[src/hdl/ipt_ram.sv]
// ---------------------------------------------------------------------------
// ipt_ram
// Simple dual-port synchronous RAM, one write and one registered read port.
// ---------------------------------------------------------------------------
module ipt_ram #(
  parameter int unsigned WIDTH = 8,
  parameter int unsigned DEPTH = 4
) (
  input  logic                     clk_i,
  input  logic                     we_i,
  input  logic [$clog2(DEPTH)-1:0] waddr_i,
  input  logic [WIDTH-1:0]         wdata_i,
  input  logic                     re_i,
  input  logic [$clog2(DEPTH)-1:0] raddr_i,
  output logic [WIDTH-1:0]         rdata_o
);

  logic [WIDTH-1:0] mem [DEPTH];
  logic [WIDTH-1:0] rdata_q;

  always_ff @(posedge clk_i) begin
    if (we_i) begin
      mem[waddr_i] <= wdata_i;
    end
    if (re_i) begin
      rdata_q <= mem[raddr_i];
    end
  end

  assign rdata_o = rdata_q;

endmodule

[config.mk]
export PLATFORM = sky130hd
export DESIGN_NAME = ipt_ram
export DESIGN_NICKNAME = d
export VERILOG_FILES = /design/src/hdl/ipt_ram.sv
export SDC_FILE = /design/constraint.sdc
export NUM_CORES = 1
export LEC_CHECK = 0
export BUFFER_PORTS_ARGS = -buffer_cell sky130_fd_sc_hd__buf_2
export CAP_MARGIN = 20
export CELL_PAD_IN_SITES_DETAIL_PLACEMENT = 1
export CELL_PAD_IN_SITES_GLOBAL_PLACEMENT = 1
export CORE_MARGIN = 10
export CORE_UTILIZATION = 43
export CTS_CLUSTER_DIAMETER = 100
export CTS_CLUSTER_SIZE = 28
export DETAILED_ROUTE_END_ITERATION = 12
export PLACE_DENSITY = 0.79
export SLEW_MARGIN = 20
export SYNTH_ARGS = -nofsm -noshare
export SYNTH_HDL_FRONTEND = slang
export SYNTH_SLANG_ARGS = --single-unit
[constraint.sdc]
create_clock -name clk_i -period 1.3 [get_ports clk_i]
set_input_delay 0.195 -clock clk_i [delete_from_list [all_inputs] [get_ports clk_i]]
set_output_delay 0.195 -clock clk_i [all_outputs]
set_load 0.05 [all_outputs]
# [After elaboration in Yosys (flattened, before gate mapping)]
# Memories as Yosys holds them, arrays and structs flattened. A register that Yosys moved wholly into a read port is not among the register bits.
# Index checks and enable logic that the tools add are counted.
[totals] n_memories=1 ram_bits=32 regBits=0 elab_cells=3 inputBits=15
[mem_list] name="mem" depth=4 width=8 read_ports=1 rd_ports_with_merged_regs=1 write_ports=1 line_no="18" source="logic [WIDTH-1:0] mem [DEPTH];"
[op_classes] n_mux=2
[ops] op="$mux 1" count=2

# [Logic depth before layout (Yosys ltp)]
[logic_depth] ltp_word=2 depth_mapped=2 ltp_nobuf=1

# [Least setup slack after synthesis]
# No wires, ideal clock.
[synth_timing] path_kind="input to register" startpoint="in waddr_i[0]" endpoint="mem mem[0][0] (enable)" cell_stages=1 t_required_ns=0.915 setup_slack_ns=0.041 t_arrival_ns=0.874 path_buffers=0 path_cell_list="nor3b_1"
[synth_rtl] element="from (decl)" line_no="11" source="input logic [$clog2(DEPTH)-1:0] waddr_i,"
[synth_rtl] element="to (decl)" line_no="18"
# Straight into the memory's write port.

# [Worst setup path in the final report]
[layout_timing] startpoint="mem mem[3][4]" endpoint="reg rdata_q[4], in the netlist rdata_o[4] (read register of mem), data pin"
[layout_rtl] element="to (decl)" line_no="19" source="logic [WIDTH-1:0] rdata_q;"
# No word-level cell between the ends.

==> results.tsv <==
stage	metric	value	unit
final_layout	fin_cells	129	
cts	root_buffer	clkbuf_4	
global_route	grt_pass1_vias	722	
cts	clk_latency	0.33	ns
yosys	yosys.area.top_type	edfxtp_1	
die	rows	20	
final_layout	stdcell_area	0.001652	mm2
cts	post_cts_resized	0	
die	die-area	0.006029	mm2
cts	cts_buffer_depth	2	
final_layout	nFillCells	284	
timing	setup_violations	0	
yosys	synth_seq_cells	40	
die	ioPinCount	23	
timing	report.final.slew_viol_count	0	
final_layout	drive_gt1_share	47.06	%
pwr	cellLeakagePower	0.5790	nW
yosys	synth_top_area_share	84.06	%
die	start_util	45.68	%
pwr	power-per-cell-area	1379	mW/mm2
final_layout	multi_input_area	211.5	um2
setup_path	worstPathCellList	mux4_2	
yosys	synth_xor_area_share	0	%
yosys	synth.area.top_cells	edfxtp_1, mux4_2, and3b_1	
setup_path	critPathMaxFanout	1	
yosys	yosysWarnings	0	
global_route	grt_pass1_wl	3808	um
setup_path	required	1.38	ns
setup_path	crit_type	reg -> reg	
global_route	grt_max_degree	13	
yosys	synth_top_family_by_area	multiplexers	
placement	place.gp.congestion	0.6575	
outcome	status	finished, final reports clean	
final_layout	register_area	0.001201	mm2
setup_path	cp_slowest_cell	mux4_2	
min_path	hold_start	wdata_i[2]	
final_layout	nets	99	
yosys	syn_area	0.001429	mm2
global_route	grt_usage	8.596	%
route	viasPerCell	5.000	
timing	fin_crit_sh	88.70	%
route	drt_iter0_markers	33	
yosys	synthMuxAreaShare	12.61	%
route	ant_nets	0	
global_route	gr-total-overflow	0	
die	die_w	77.65	um
yosys	synth_edf_count	40	
route	vias	645	
timing	finClkSkew	0.01286	ns
min_path	whs_path_depth	1	
final_layout	fin_util	52.80	%
final_layout	area_growth	15.59	%
setup_path	critPathBufInv	0	
route	detail_route.wirelength	2405	um
timing	whs	0.07117	ns
die	coreArea	0.003128	mm2
global_route	antenna_found_initial	0	
yosys	syn_nets	69	
yosys	ys_async_sr_fraction	0	%
cts	cts_inserted_buffers	5	
yosys	synth_cells	54	
yosys	synth.avg_cell_area	26.46	um2
die	fp.dieH	77.65	um
cts	cts_tree	done	
min_path	min_to	mem[3][2]$_DFFE_PP_	
placement	dp_cells	121	
setup_path	reg2reg_depth	1	
min_path	min_path_type	in -> reg	
setup_path	timing.rr.start	mem[3][4]$_DFFE_PP_	
route	post_drt_wl_per_cell	18.64	um
yosys	synthFlopType	edfxtp_1	
yosys	synth_fa_ha_area_share	0	%
pwr	p_total	0.002278	W
setup_path	endpoint_kind	flop	
setup_path	startpoint_type	flop	
timing	tightest_slew	0.4065	ns
setup_path	r2r_slack	0.15	ns
yosys	yosys.area_share.simple	2.189	%
yosys	synth-seq-area-share	84.06	%
route	firstDrtPassIters	4	
setup_path	critical-path-top-delay-family	multiplexers	
yosys	yosysMostFrequentCell	edfxtp_1	
cts	cts_htree_levels	2	
cts	path_clk_slew	0.11	ns
job	maxCapViolCount	0	
setup_path	cp.arrival	1.23	ns
cts	cts_setup_buffers	0	
timing	rsz0062_at_grt	no	
route	drc	0	
cts	cts_sinks	40	
timing	slew-limit-headroom	72.90	%
timing	fin_crit	1.153	ns
placement	post_dp_cell_area	0.001600	mm2
timing	hold_violations	0	
pwr	ir_drop	0.0007192	V
cts	cts_hold_repair.buffers	0	
setup_path	crit_path_max_incr_delay	0.49	ns
placement	io_buffer_count	22	
timing	fmaxAchievable	867.2	MHz
yosys	netlist_top_cells_count	edfxtp_1, mux4_2, and3b_1	
setup_path	reg2reg_to	rdata_o[4]$_DFFE_PP_	
yosys	synth_compound_area_share	0	%
final_layout	antenna_cells	0	
yosys	synth_cell_types	7	
==> flip-flops by register name (all words and copies together) (netlist names) <==
signal	cells
mem	32
rdata_o	8
==> stage by stage <==
| step | TNS [ns] | worst slack (ns) |
|---|---|---|
| floorplan | 0 | 0.04093 |
| global placement | 0 | 0.02871 |
| detailed placement | -0.03248 | -0.01642 |
| CTS | 0 | 0.1352 |
| global route | 0 | 0.08717 |
| finish | 0 | 0.1469 |
==> cells by family (layout without fill, tap and decap cells) <==
group,Yosys count,count (layout)
flip-flops,40,40
multiplexers,8,8
AND/OR/NAND/NOR,4,4
buffers and inverters,2,33
==> worst max path at each step <==
stage | startpoint | end | cells past startpoint
after floorplan | waddr_i[0] | mem[0][0]$_DFFE_PP_ | 1
after global routing | rdata_o[7]$_DFFE_PP_ | rdata_o[7] | 1
after detailed placement | raddr_i[0] | rdata_o[4]$_DFFE_PP_ | 2
final | mem[3][4]$_DFFE_PP_ | rdata_o[4]$_DFFE_PP_ | 1
after CTS | mem[3][4]$_DFFE_PP_ | rdata_o[4]$_DFFE_PP_ | 1
after global placement | raddr_i[0] | rdata_o[4]$_DFFE_PP_ | 2
==> routing by layer <==
metal / up-vias / track usage (%) / share of wire (%)
met3: 4 / 3.341 / 4.9
met1: 332 / 8.788 / 40
met2: 19 / 14.18 / 52
li1: 290 / - / -
met4: 0 / 6.022 / 2.2
met5: - / 0 / 0
==> layout by cell type, fill, tap and decap left out, drive strengths merged <==
cell type,instances
and3b,2
clkbuf,5
edfxtp,40
mux4,8
nor3b,1
buf,25
clkinv,3
and3,1
==> power breakdown <==
| group | total, W | internal [W] | leakage (nW) | switching [W] |
|---|---|---|---|---|
| registers | 0.00151 | 0.00150 | 0.372 | 0.0000164 |
| logic | 0.000204 | 0.0000715 | 0.174 | 0.000133 |
| clock network | 0.000560 | 0.000199 | 0.0324 | 0.000362 |
==> layout make-up <==
class                   count  area share [%]
clock buffers               5           2.273
multi-input cells          12           12.80
clock inverters             3          0.8333
repair buffers             25           8.030
well taps                  44           3.333
flip-flops and latches     40           72.73
No activity file was read; power rests on OpenSTA's default activity.
