File: config.mk
export PLATFORM = sky130hd
export DESIGN_NAME = ipt_div
export DESIGN_NICKNAME = d
export VERILOG_FILES = /design/src/hdl/ipt_pkg.sv /design/src/hdl/ipt_div.sv
export SDC_FILE = /design/constraint.sdc
export NUM_CORES = 1
export LEC_CHECK = 0
export ABC_CLOCK_PERIOD_IN_PS = 3100
export BUFFER_PORTS_ARGS = -buffer_cell sky130_fd_sc_hd__buf_2
export CAP_MARGIN = 20
export CELL_PAD_IN_SITES_DETAIL_PLACEMENT = 0
export CELL_PAD_IN_SITES_GLOBAL_PLACEMENT = 1
export CORE_MARGIN = 2
export CORE_UTILIZATION = 39
export CTS_CLUSTER_SIZE = 25
export DETAILED_ROUTE_END_ITERATION = 12
export PLACE_DENSITY_LB_ADDON = 0.05
export RECOVER_POWER = 50
export SKIP_LAST_GASP = 1
export SLEW_MARGIN = 20
export SYNTH_ARGS = -nofsm -noshare
export SYNTH_HDL_FRONTEND = slang
export SYNTH_SLANG_ARGS = --single-unit
File: constraint.sdc
create_clock -name clk_i -period 3.1 [get_ports clk_i]
set_clock_uncertainty 0.2 [all_clocks]
set_input_delay 0.31 -clock clk_i [delete_from_list [all_inputs] [get_ports clk_i]]
set_output_delay 0.31 -clock clk_i [all_outputs]
set_load 0.05 [all_outputs]
File: src/hdl/ipt_pkg.sv
// ---------------------------------------------------------------------------
// ipt_pkg
// Shared types, constants and helpers of the IP traffic counter table.
// ---------------------------------------------------------------------------
package ipt_pkg;

  localparam int unsigned MAX_ENTRIES_DEF = 1024;
  localparam int unsigned HASH_SLOTS_DEF  = 2048;

  localparam int unsigned FUNC_W      = 3;
  localparam int unsigned STATUS_W    = 3;
  localparam int unsigned RIDX_W      = 10;
  localparam int unsigned ADDR_W      = 64;
  localparam int unsigned CNT64_W     = 64;
  localparam int unsigned INTERVAL_W  = 32;

  localparam logic [INTERVAL_W-1:0] INTERVAL_RESET = 32'd1000;
  localparam logic [INTERVAL_W-1:0] INTERVAL_ZERO_AS = 32'd1000;
  localparam logic [31:0] HASH_C1 = 32'h85eb_ca6b;
  localparam logic [31:0] HASH_C2 = 32'hc2b2_ae35;

  localparam logic [FUNC_W-1:0] FUNC_REPORT = 3'd0;
  localparam logic [FUNC_W-1:0] FUNC_CLOSE  = 3'd1;
  localparam logic [FUNC_W-1:0] FUNC_READ   = 3'd2;
  localparam logic [FUNC_W-1:0] FUNC_CLEAR  = 3'd3;

  localparam logic [STATUS_W-1:0] ST_UPDATED = 3'd0;
  localparam logic [STATUS_W-1:0] ST_ADDED   = 3'd1;
  localparam logic [STATUS_W-1:0] ST_FULL    = 3'd2;
  localparam logic [STATUS_W-1:0] ST_READ    = 3'd3;
  localparam logic [STATUS_W-1:0] ST_CLOSED  = 3'd4;
  localparam logic [STATUS_W-1:0] ST_CLEARED = 3'd5;
  localparam logic [STATUS_W-1:0] ST_IDLE    = 3'd6;

  typedef struct packed {
    logic              is_v6;
    logic [ADDR_W-1:0] addr_hi;
    logic [ADDR_W-1:0] addr_lo;
    logic [63:0]       last_up;
    logic [63:0]       last_dn;
    logic [63:0]       rate_up;
    logic [63:0]       rate_dn;
    logic [63:0]       tot_up;
    logic [63:0]       tot_dn;
    logic              seen_up;
    logic              seen_dn;
  } entry_t;

  typedef struct packed {
    logic [STATUS_W-1:0] status;
    logic [RIDX_W-1:0]   entry_index;
    logic                entry_valid;
    logic                entry_is_v6;
    logic [ADDR_W-1:0]   entry_addr_hi;
    logic [ADDR_W-1:0]   entry_addr_lo;
    logic [63:0]         up_rate;
    logic [63:0]         dn_rate;
    logic [63:0]         up_bytes;
    logic [63:0]         dn_bytes;
  } res_t;

  typedef struct packed {
    logic        start;
    logic [63:0] dividend;
    logic [31:0] divisor;
  } div_req_t;

  typedef struct packed {
    logic        done;
    logic [63:0] quotient;
  } div_rsp_t;

  function automatic logic [31:0] swap32(input logic [31:0] x);
    swap32 = {x[7:0], x[15:8], x[23:16], x[31:24]};
  endfunction

  function automatic res_t entry_res(input logic [STATUS_W-1:0] st,
                                     input logic [RIDX_W-1:0] idx,
                                     input entry_t e);
    res_t r;
    r.status        = st;
    r.entry_index   = idx;
    r.entry_valid   = 1'b1;
    r.entry_is_v6   = e.is_v6;
    r.entry_addr_hi = e.addr_hi;
    r.entry_addr_lo = e.addr_lo;
    r.up_rate       = e.rate_up;
    r.dn_rate       = e.rate_dn;
    r.up_bytes      = e.tot_up;
    r.dn_bytes      = e.tot_dn;
    entry_res = r;
  endfunction

endpackage

File: src/hdl/ipt_div.sv
// ---------------------------------------------------------------------------
// ipt_div
// Restoring divider, 64-bit dividend by 32-bit divisor, one bit per cycle.
// ---------------------------------------------------------------------------
module ipt_div import ipt_pkg::*; (
  input  logic     clk_i,
  input  logic     rst_ni,
  input  div_req_t req_i,
  output div_rsp_t rsp_o
);

  logic [63:0] quo_q, quo_d;
  logic [31:0] rem_q, rem_d;
  logic [31:0] dvs_q, dvs_d;
  logic [5:0]  cnt_q, cnt_d;
  logic        busy_q, busy_d;
  logic        done_q, done_d;
  logic [32:0] shifted;
  logic [32:0] diff;

  always_comb begin
    shifted = {rem_q, quo_q[63]};
    diff    = shifted - {1'b0, dvs_q};
    quo_d   = quo_q;
    rem_d   = rem_q;
    dvs_d   = dvs_q;
    cnt_d   = cnt_q;
    busy_d  = busy_q;
    done_d  = 1'b0;
    if (req_i.start) begin
      quo_d  = req_i.dividend;
      rem_d  = '0;
      dvs_d  = req_i.divisor;
      cnt_d  = '0;
      busy_d = 1'b1;
    end else if (busy_q) begin
      if (shifted >= {1'b0, dvs_q}) begin
        rem_d = diff[31:0];
        quo_d = {quo_q[62:0], 1'b1};
      end else begin
        rem_d = shifted[31:0];
        quo_d = {quo_q[62:0], 1'b0};
      end
      cnt_d = cnt_q + 6'd1;
      if (cnt_q == 6'd63) begin
        busy_d = 1'b0;
        done_d = 1'b1;
      end
    end
  end

  always_ff @(posedge clk_i or negedge rst_ni) begin
    if (!rst_ni) begin
      busy_q <= 1'b0;
      done_q <= 1'b0;
      cnt_q  <= '0;
    end else begin
      busy_q <= busy_d;
      done_q <= done_d;
      cnt_q  <= cnt_d;
    end
  end

  always_ff @(posedge clk_i) begin
    quo_q <= quo_d;
    rem_q <= rem_d;
    dvs_q <= dvs_d;
  end

  assign rsp_o.done     = done_q;
  assign rsp_o.quotient = quo_q;

endmodule

# Yosys cells after proc, flatten, opt, wreduce, memory -nomap -nowiden
# Cells that the tools add are included.
op_classes:
  div_mod_pow: 0
  mux: 12
  shifts: 0
  n_eq_ne: 1
  bitwise_logic: 0
  reduce_logical: 1
  addsub: 2
  order_cmp: 1
  n_mul: 0
ops:
  columns: ["op", "count"]
  rows:
  - ["64-bit two-way mux", 2]
  - ["33-bit by 32-bit >= comparator with 1-bit output", 1]
  - ["32-bit two-way mux", 1]
  - ["32-bit subtractor", 1]
  - ["6-bit two-way mux", 2]
  - ["1-bit two-way mux", 7]
  - ["6-bit by 1-bit adder with 6-bit output (second input constant)", 1]
  - ["6-bit equality test (second input constant)", 1]
  - ["2-bit nonzero test", 1]
totals:
  romBits: 0
  ramBits: 0
  input_bits: 99
  mem_count: 0
  register_bits: 136
  latch_bits: 0

# Longest topological paths before layout
# Gate-level depths: netlist (run 1).
depth:
  depth_word: 4
  mapped_depth: 13
  ltp_nobuf: 11

# Least setup slack after synthesis (run 1)
# No wires, ideal clock.
synth_timing:
  path_type: "reg-to-reg"
  start: "reg quo_q[63]"
  end: "reg rem_q[9]"
  path_buffers: 1
  required_time_ps: 2809
  path_stages_with_launch: 12
  synth_period_minus_slack_ps: 3315
  setup_ps: 91
  arrival_ps: 3024
  path_slack_ps: -215
  cell_sequence: "edfxtp_1 > inv_1 > ha_1 > nor2b_1 > o31ai_1 > a311o_1 > a2111oi_4 > nor4_2 > or2_1 > buf_6 > or3_1 > a311oi_1"
synth_via:
  elab_chain_len: 2
synth_lines:
  columns: ["item", "line", "text"]
  rows:
  - ["start: declaration", "ipt_div.sv:12", "logic [63:0] quo_q, quo_d;"]
  - ["start signal: assignment", "ipt_div.sv:65", "quo_q <= quo_d;"]
  - ["32-bit subtractor / 33-bit by 32-bit >= comparator with 1-bit output (equally long branches)", "ipt_div.sv:23, ipt_div.sv:37", null]
  - ["32-bit two-way mux *", "ipt_div.sv:37", "if (shifted >= {1'b0, dvs_q}) begin"]
  - ["end signal: assignment", "ipt_div.sv:66", "rem_q <= rem_d;"]
  - ["end: declaration", "ipt_div.sv:13", "logic [31:0] rem_q, rem_d;"]
# Mark *: on every way between the ends. The rest lies on a longest branch, timed or not.
# A chain may end at the register's enable or synchronous reset.

# Final worst setup path (run 1)
layout_timing:
  start: "reg dvs_q[4]"
  end: "reg rem_q[27]"
layout_via:
  elab_chain_len: 2
layout_lines:
  columns: ["item", "line", "text"]
  rows:
  - ["start: declaration", "ipt_div.sv:14", "logic [31:0] dvs_q, dvs_d;"]
  - ["start signal: assignment", "ipt_div.sv:67", "dvs_q <= dvs_d;"]
  - ["32-bit subtractor / 33-bit by 32-bit >= comparator with 1-bit output (equally long branches)", "ipt_div.sv:23, ipt_div.sv:37", null]
  - ["32-bit two-way mux *", "ipt_div.sv:37", null]
# Marks and branches as above.

==> load_flow_metrics.sql, run 1 <==
INSERT INTO impl_metrics (metric_group, metric, value, unit) VALUES
('outcome', 'result_of_the_run', 'finished, violations left', ''),
('outcome', 'violated_checks', 'setup timing', ''),
('synth', 'synth_area', '7350', 'µm²'),
('worst_setup_path', 'timing.reg2reg.worst_path_depth', '13', ''),
('cts', 'cts.sinks', '136', ''),
('global_routing', 'grt_pass1_wl', '33800', 'µm'),
('drt', 'wl_per_cell', '16.4', 'µm'),
('global_routing', 'met1_usage', '25.3', '%'),
('power', 'p_int', '3.56', 'mW'),
('hold_path', 'hold_depth', '2', ''),
('layout', 'fin_nets', '1165', ''),
('synth', 'synth.avg_cell_area', '11.0', 'µm²'),
('power', 'comb_power_share', '20.1', '%'),
('synth', 'yosysMostFrequentCell', 'sky130_fd_sc_hd__edfxtp_1', ''),
('synth', 'synth-seq-cells', '136', ''),
('timing', 'timing_worst_slew_pin_value', '0.662', 'ns'),
('power', 'switching_power', '1.56', 'mW'),
('placement', 'portBuffers', '163', ''),
('drt', 'antenna_left', '0', ''),
('cts', 'cts_max_level', '4', ''),
('power', 'p_per_area', '454', 'nW/µm²'),
('cts', 'clock_latency', '0.43', 'ns'),
('global_routing', 'use_met3', '5.60', '%'),
('drt', 'drtIter0Drc', '233', ''),
('timing', 'maxClockFrequency', '321', 'MHz'),
('worst_setup_path', 'cp.arrival', '3.24', 'ns'),
('global_routing', 'met2_usage', '38.2', '%'),
('layout', 'layout.cells.non_filler', '1279', ''),
('cts', 'clk_pin_slew', '0.06', 'ns'),
('floorplan', 'row_count', '50', ''),
('worst_setup_path', 'critical_path_peak_fanout', '5', ''),
('timing', 'setup_violations', '1', ''),
('placement', 'routabilityCongestion', '0.816', ''),
('synth', 'synth_common_cells', 'sky130_fd_sc_hd__edfxtp_1 (96), sky130_fd_sc_hd__mux2_2 (67), sky130_fd_sc_hd__nand2_1 (62)', ''),
('floorplan', 'i_o_pin_count', '164', ''),
('layout', 'layout-drive-gt1-share', '39.0', '%'),
('timing', 'setup_total_negative_slack', '-0.0155', 'ns'),
('timing', 'smallest_setup_slack_after_layout', '-0.0155', 'ns'),
('drt', 'drc', '0', ''),
('layout', 'areaGrowthSynthToFinish', '53.6', '%'),
('drt', 'route.detailed.vias_per_inst', '5.08', ''),
('synth', 'post_synth_top_area_cell', 'sky130_fd_sc_hd__edfxtp_1', ''),
('placement', 'dpl.cell_count', '1142', ''),
('timing', 'normalized_max_slew_margin', '55.9', '%'),
('worst_setup_path', 'worstSetupPathType', 'reg2reg', ''),
('power', 'vdd_drop_max', '352', 'µV'),
('cts', 'root_buffer', 'sky130_fd_sc_hd__clkbuf_16', ''),
('synth', 'synth_flop_cell', 'sky130_fd_sc_hd__edfxtp_1', ''),
('synth', 'synth_area_leaders', 'sky130_fd_sc_hd__edfxtp_1 (39%), sky130_fd_sc_hd__mux2_2 (10%), sky130_fd_sc_hd__dfxtp_1 (8.7%), sky130_fd_sc_hd__ha_1 (5.6%), sky130_fd_sc_hd__nand2_1 (3.2%)', ''),
('worst_setup_path', 'crit_path_end_kind', 'flop', ''),
('synth', 'library_cells_used_by_synthesis', '63', ''),
('timing', 'report.final.slew_viol_count', '0', ''),
('floorplan', 'die_h', '141', 'µm'),
('synth', 'synth_largest_type_area_fraction', '39.2', '%'),
('hold_path', 'hold_class', 'in2reg', ''),
('power', 'power.share.sequential', '42.1', '%'),
('global_routing', 'global_route.usage.total', '21.2', '%'),
('global_routing', 'number_of_antenna_violations_at_the_first_check_in_global_routing', '0', ''),
('synth', 'synth_nets', '802', ''),
('synth', 'syn-instance-count', '669', ''),
('timing', 'final_min_period_over_clock_period', '101', '%'),
('cts', 'numCtsBuffers', '17', ''),
('global_routing', 'gr-max-usage-layer', 'met2', ''),
('floorplan', 'dieWidth', '141', 'µm'),
('power', 'leakage', '4.70', 'nW'),
('timing', 'hold_ws', '0.0117', 'ns'),
('global_routing', 'overflow', '0', ''),
('flow_run', 'drv_cap', '0', ''),
('power', 'sw_share', '30.5', '%'),
('timing', 'final_hold_viol_count', '0', ''),
('drt', 'via_count', '6502', '');
==> worst paths after layout <==
check | startpoint | to | slack (ns)
worst min register to register | rem_q[21] | rem_q[21] | 0.28
worst max-delay path | dvs_q[4] | rem_q[27] | -0.02
min in group asynchronous | rst_ni | done_q | 0.14
worst min-delay path | req_i[91] | quo_q[59] | 0.01
max in group asynchronous | rst_ni | cnt_q[1] | 2.25
worst max register to register | dvs_q[4] | rem_q[27] | -0.02
==> critical path: stages, from the launching register on <==
cell and delay (ns):
sky130_fd_sc_hd__edfxtp_1 0.34, sky130_fd_sc_hd__inv_2 0.05, sky130_fd_sc_hd__ha_4 0.28, sky130_fd_sc_hd__o211a_1 0.20, sky130_fd_sc_hd__o31ai_4 0.08, sky130_fd_sc_hd__a311o_2 0.46, sky130_fd_sc_hd__a2111oi_4 0.40, sky130_fd_sc_hd__nor4_4 0.06
sky130_fd_sc_hd__buf_4 0.16, sky130_fd_sc_hd__nor2_4 0.23, sky130_fd_sc_hd__buf_6 0.18, sky130_fd_sc_hd__buf_6 0.10, sky130_fd_sc_hd__nand3b_1 0.08, sky130_fd_sc_hd__a311oi_2 0.22
==> metal layers <==
layer  vias up  wire [µm]
li1       3207          -
met1      3134       9080
met2       145      10500
met3        16       1070
met4         0        229
met5         -          0
==> registers in the layout, summed over array words and instances, names as in the netlist <==
signal and flops:
dvs_q 32, quo_q 64, done_q 1, busy_q 1, rem_q 32, cnt_q 6
==> power by group through the flow <==
stage               Sequential, mW  Clock [mW]  Combinational [mW]
global placement              2.18           0               0.878
global route                  2.17        2.04                1.10
detailed placement            2.19           0               0.887
CTS                           2.15        1.98               0.999
floorplan                     2.50           0               0.282
finish                        2.16        1.94                1.03
==> kinds of logic (layout without fill, tap and decap cells) <==
kind of cell	count (synthesis)	after routing	synth area share (%)
AO/OA/AOI/OAI	141	141	13.0
XOR/XNOR	23	23	2.74
adder cells (fa/ha/maj)	34	34	5.89
multiplexers	78	78	11.8
flip-flops	136	136	50.7
buffers and inverters	72	448	3.90
AND/OR/NAND/NOR	185	185	12.1
==> per-stage QoR <==
| step | cell area, µm² | utilization [%] | total power [mW] | worst slack (ns) |
|---|---|---|---|---|
| final | 11300 | 60.8 | 5.12 | -0.0155 |
| after global routing | 11300 | 60.8 | 5.31 | -0.144 |
| after CTS | 10900 | 58.6 | 5.13 | -0.0693 |
| after detailed placement | 9190 | 49.5 | 3.07 | -0.256 |
| after global placement | 9190 | 49.5 | 3.06 | -0.179 |
| after floorplan | 7370 | - | 2.78 | -0.111 |
==> placed cells by master (no fill, tap or decap), types with 6 or more instances in the layout <==
cell type and count:
sky130_fd_sc_hd__a21o_1 8, sky130_fd_sc_hd__a21oi_1 34, sky130_fd_sc_hd__a311oi_2 14, sky130_fd_sc_hd__a31oi_1 7
sky130_fd_sc_hd__buf_2 116, sky130_fd_sc_hd__buf_4 105, sky130_fd_sc_hd__clkbuf_1 47, sky130_fd_sc_hd__clkbuf_16 18
sky130_fd_sc_hd__dfrtp_1 8, sky130_fd_sc_hd__dfxtp_1 31, sky130_fd_sc_hd__dlygate4sd3_1 95, sky130_fd_sc_hd__edfxtp_1 96
sky130_fd_sc_hd__ha_1 19, sky130_fd_sc_hd__ha_4 13, sky130_fd_sc_hd__inv_1 36, sky130_fd_sc_hd__inv_2 7
sky130_fd_sc_hd__inv_6 6, sky130_fd_sc_hd__mux2_2 67, sky130_fd_sc_hd__mux2i_1 7, sky130_fd_sc_hd__nand2_1 57
sky130_fd_sc_hd__nand4_1 9, sky130_fd_sc_hd__nor2_1 54, sky130_fd_sc_hd__nor2b_1 7, sky130_fd_sc_hd__o211ai_1 6
sky130_fd_sc_hd__o21ai_0 24, sky130_fd_sc_hd__o21ai_1 6, sky130_fd_sc_hd__or3_1 9, sky130_fd_sc_hd__xnor2_1 16
sky130_fd_sc_hd__xor2_1 7
==> cell type report <==
class | instances | area [µm²]
tap | 234 | 293
clock inverter | 14 | 128
multi-input combinational | 461 | 3880
inverter | 43 | 161
sequential | 136 | 3720
clock buffer | 18 | 429
fill | 1563 | 7290
timing repair buffer | 373 | 2670
==> what timing repair did <==
item / CTS / global route
gates cloned: 0 / 1
buffers inserted: 3 / 6
hold endpoints to repair: 102 / 0
hold buffers: 95 / 0
endpoints found under the setup margin: 29 / 33
resized for setup: 28 / 70
pin swaps: 6 / 26
(Power assumes the default switching activity.)
==> inputs of run 2 (changes only) <==
--- a/config.mk
+++ b/config.mk
@@ -10,13 +10,13 @@
 export CAP_MARGIN = 20
 export CELL_PAD_IN_SITES_DETAIL_PLACEMENT = 0
 export CELL_PAD_IN_SITES_GLOBAL_PLACEMENT = 1
+export CORE_ASPECT_RATIO = 1.75
 export CORE_MARGIN = 2
 export CORE_UTILIZATION = 39
 export CTS_CLUSTER_SIZE = 25
 export DETAILED_ROUTE_END_ITERATION = 12
 export PLACE_DENSITY_LB_ADDON = 0.05
 export RECOVER_POWER = 50
-export SKIP_LAST_GASP = 1
 export SLEW_MARGIN = 20
 export SYNTH_ARGS = -nofsm -noshare
 export SYNTH_HDL_FRONTEND = slang
==> run 2 against run 1 <==
- the run ends with capacitance limit, slew limit left
- routed wire length is 7.2% higher
- cell count is 0.39% higher
- combinational power hardly changed
- clock power is 9.8% higher
- critical path depth stayed put
- critical path type unchanged
- largest cell class unchanged
==> load_flow_metrics.sql, run 2 (synthesized netlist as in run 1, its figures left out) <==
INSERT INTO impl_metrics (metric_group, metric, value, unit) VALUES
('drt', 'via_count', '6605', ''),
('worst_setup_path', 'crit_required', '3.20', 'ns'),
('drt', 'post_detailed_routing_wire_length', '22400', 'µm'),
('timing', 'final_min_period_over_clock_period', '99.7', '%'),
('worst_setup_path', 'crit_path_end_kind', 'flop', ''),
('floorplan', 'dieWidth', '108', 'µm'),
('power', 'leakage', '4.81', 'nW'),
('placement', 'dpl_worst_slack', '-0.348', 'ns'),
('layout', 'num_antenna_cells', '0', ''),
('timing', 'finalCriticalPeriod', '3.09', 'ns'),
('floorplan', 'die_area', '20000', 'µm²'),
('cts', 'clock_latency', '0.43', 'ns'),
('layout', 'num-fill-cells', '1513', ''),
('floorplan', 'placeableCoreArea', '18500', 'µm²'),
('cts', 'tritoncts', 'yes', ''),
('worst_setup_path', 'startpoint_class', 'flop', ''),
('floorplan', 'die_h', '186', 'µm'),
('flow_run', 'drv_cap', '1', ''),
('outcome', 'violated_checks', 'capacitance limit, slew limit', ''),
('power', 'vdd_drop_max', '450', 'µV'),
('placement', 'portBuffers', '163', ''),
('layout', 'largest-register', 'quo_q', ''),
('drt', 'drc', '0', ''),
('worst_setup_path', 'register_to_register_path_setup_slack', '0.009', 'ns'),
('layout', 'fin_nets', '1166', ''),
('placement', 'routabilityCongestion', '0.859', ''),
('layout', 'post-route-util', '62.2', '%'),
('global_routing', 'global_route.usage.total', '22.8', '%'),
('worst_setup_path', 'r2r_end', 'rem_q[18]', ''),
('timing', 'setup_violations', '0', ''),
('timing', 'timing_worst_slew_pin_value', '1.63', 'ns'),
('global_routing', 'number_of_antenna_violations_at_the_first_check_in_global_routing', '0', ''),
('cts', 'ctsLongestPathBuffers', '2', ''),
('drt', 'route.detailed.vias_per_inst', '5.14', ''),
('timing', 'report.final.slew_viol_count', '68', ''),
('placement', 'place.detailed.hpwl', '15300', 'µm'),
('hold_path', 'hold_class', 'in2reg', ''),
('layout', 'final_cell_mix', 'sky130_fd_sc_hd__buf_2 (149), sky130_fd_sc_hd__buf_4 (103), sky130_fd_sc_hd__edfxtp_1 (96), sky130_fd_sc_hd__dlygate4sd3_1 (96), sky130_fd_sc_hd__mux2_2 (65)', ''),
('layout', 'layout_top_registers', 'quo_q: 64 flops, dvs_q: 32 flops, rem_q: 32 flops', ''),
('worst_setup_path', 'cp.arrival', '3.19', 'ns'),
('global_routing', 'first_global_vias', '6926', ''),
('timing', 'maxClockFrequency', '324', 'MHz'),
('drt', 'antenna_left', '0', ''),
('worst_setup_path', 'worstSetupEndpoint', 'rem_q[18]', ''),
('drt', 'drtIter0Drc', '190', ''),
('cts', 'cts.sinks', '136', ''),
('outcome', 'result_of_the_run', 'finished, violations left', ''),
('layout', 'layout-drive-gt1-share', '43.8', '%'),
('timing', 'setup_total_negative_slack', '0', 'ns'),
('cts', 'clk_pin_slew', '0.06', 'ns'),
('drt', 'wl_per_cell', '17.5', 'µm'),
('floorplan', 'row_count', '66', ''),
('layout', 'areaGrowthSynthToFinish', '56.6', '%'),
('floorplan', 'start_util', '39.7', '%'),
('layout', 'final_area', '11500', 'µm²'),
('timing', 'rsz0062_at_grt', 'yes', ''),
('cts', 'cts_max_level', '4', ''),
('global_routing', 'grt_max_degree', '68', ''),
('worst_setup_path', 'critPathLaunch', 'dvs_q[3]', ''),
('timing', 'smallest_setup_slack_after_layout', '0.00915', 'ns'),
('floorplan', 'i_o_pin_count', '164', ''),
('layout', 'flip_flop_count_of_the_largest_register_all_copies_and_words_added', '64', ''),
('global_routing', 'grt_pass1_wl', '34800', 'µm'),
('worst_setup_path', 'critical_path_peak_fanout', '7', ''),
('worst_setup_path', 'timing.reg2reg.worst_path_depth', '13', ''),
('cts', 'root_buffer', 'sky130_fd_sc_hd__clkbuf_16', ''),
('timing', 'final_hold_viol_count', '0', ''),
('power', 'p_per_area', '464', 'nW/µm²'),
('worst_setup_path', 'worstReg2RegStart', 'dvs_q[3]', ''),
('placement', 'placedInstanceArea', '9140', 'µm²'),
('global_routing', 'overflow', '0', ''),
('cts', 'numCtsBuffers', '17', ''),
('drt', 'drtPass1Iterations', '4', ''),
('timing', 'normalized_max_slew_margin', '-8.62', '%'),
('worst_setup_path', 'worstSetupPathType', 'reg2reg', ''),
('layout', 'final_common_cell', 'sky130_fd_sc_hd__buf_2', '');
[run 2: cell count changes in the layout (fill, tap and decap cells not counted), sizes merged]
cell,delta
clkinv,+1
buf,+31
clkbuf,-26
dlygate4sd3,+1
bufinv,+2
inv,-8
[run 2: per-layer routing]
layer  GRT usage [%]  part of all wire (%)  wire length, µm
met5               0                     0                0
met3            5.01                   4.2              941
met4            11.3                   4.3              964
met2            42.8                    55            12300
met1            23.3                    37             8190
[run 2: cell type report]
cell class                      instances  area (µm²)  share of cell area, %
Inverter                               43         161                   1.40
Clock buffer                           23         510                   4.43
Clock inverter                          9         111                  0.967
Timing Repair Buffer                  374        2720                   23.7
Multi-Input combinational cell        461        3980                   34.6
Tap cell                              238         298                   2.59
Sequential cell                       136        3720                   32.4
[run 2: stage by stage]
| step | hold slack [ns] | std cells | power [mW] |
|---|---|---|---|
| 2_1_floorplan | -0.186 | 669 | 2.78 |
| 3_3_place_gp | -0.0397 | 1141 | 3.07 |
| 3_5_place_dp | -0.0325 | 1141 | 3.08 |
| 4_1_cts | 0.000284 | 1279 | 5.35 |
| 5_1_grt | 0.0201 | 1284 | 5.53 |
| 6_report | 0.00767 | 1284 | 5.35 |
[run 2: power by group]
group | leakage [nW] | total (mW) | internal [mW] | switching, mW
sequential | 1.36 | 2.16 | 2.09 | 0.0646
clock | 0.300 | 2.13 | 1.33 | 0.804
combinational | 3.16 | 1.06 | 0.426 | 0.631
total | 4.81 | 5.35 | 3.85 | 1.50
[run 2: worst min-delay path by stage]
stage                     startpoint       end  slack, ns  depth (start not counted)
after floorplan               rst_ni    busy_q      -0.19                          0
after global placement        rst_ni    done_q      -0.04                          1
after detailed placement      rst_ni    done_q      -0.03                          1
after CTS                  req_i[32]  quo_q[0]     0.0003                          2
after global routing       req_i[32]  quo_q[0]       0.02                          2
final                      req_i[32]  quo_q[0]      0.008                          2
[run 2: worst max-delay path, cell delays in order (launching register included)]
cell	delay, ns
sky130_fd_sc_hd__edfxtp_1	0.34
sky130_fd_sc_hd__inv_2	0.05
sky130_fd_sc_hd__ha_4	0.31
sky130_fd_sc_hd__o211a_1	0.19
sky130_fd_sc_hd__o31ai_4	0.08
sky130_fd_sc_hd__a311o_2	0.43
sky130_fd_sc_hd__a2111oi_4	0.40
sky130_fd_sc_hd__nor4_4	0.06
sky130_fd_sc_hd__buf_4	0.15
sky130_fd_sc_hd__nor2_4	0.16
sky130_fd_sc_hd__buf_12	0.14
sky130_fd_sc_hd__buf_12	0.13
sky130_fd_sc_hd__mux2i_4	0.23
sky130_fd_sc_hd__o2bb2ai_1	0.07
[run 2: repair_timing]
action | CTS | global route
pin swaps | 16 | 38
hold buffers | 96 | 0
setup endpoints to repair | 33 | 33
cloned | 1 | 1
setup buffers | 9 | 4
hold endpoints to repair | 103 | 0
resized for setup | 61 | 71
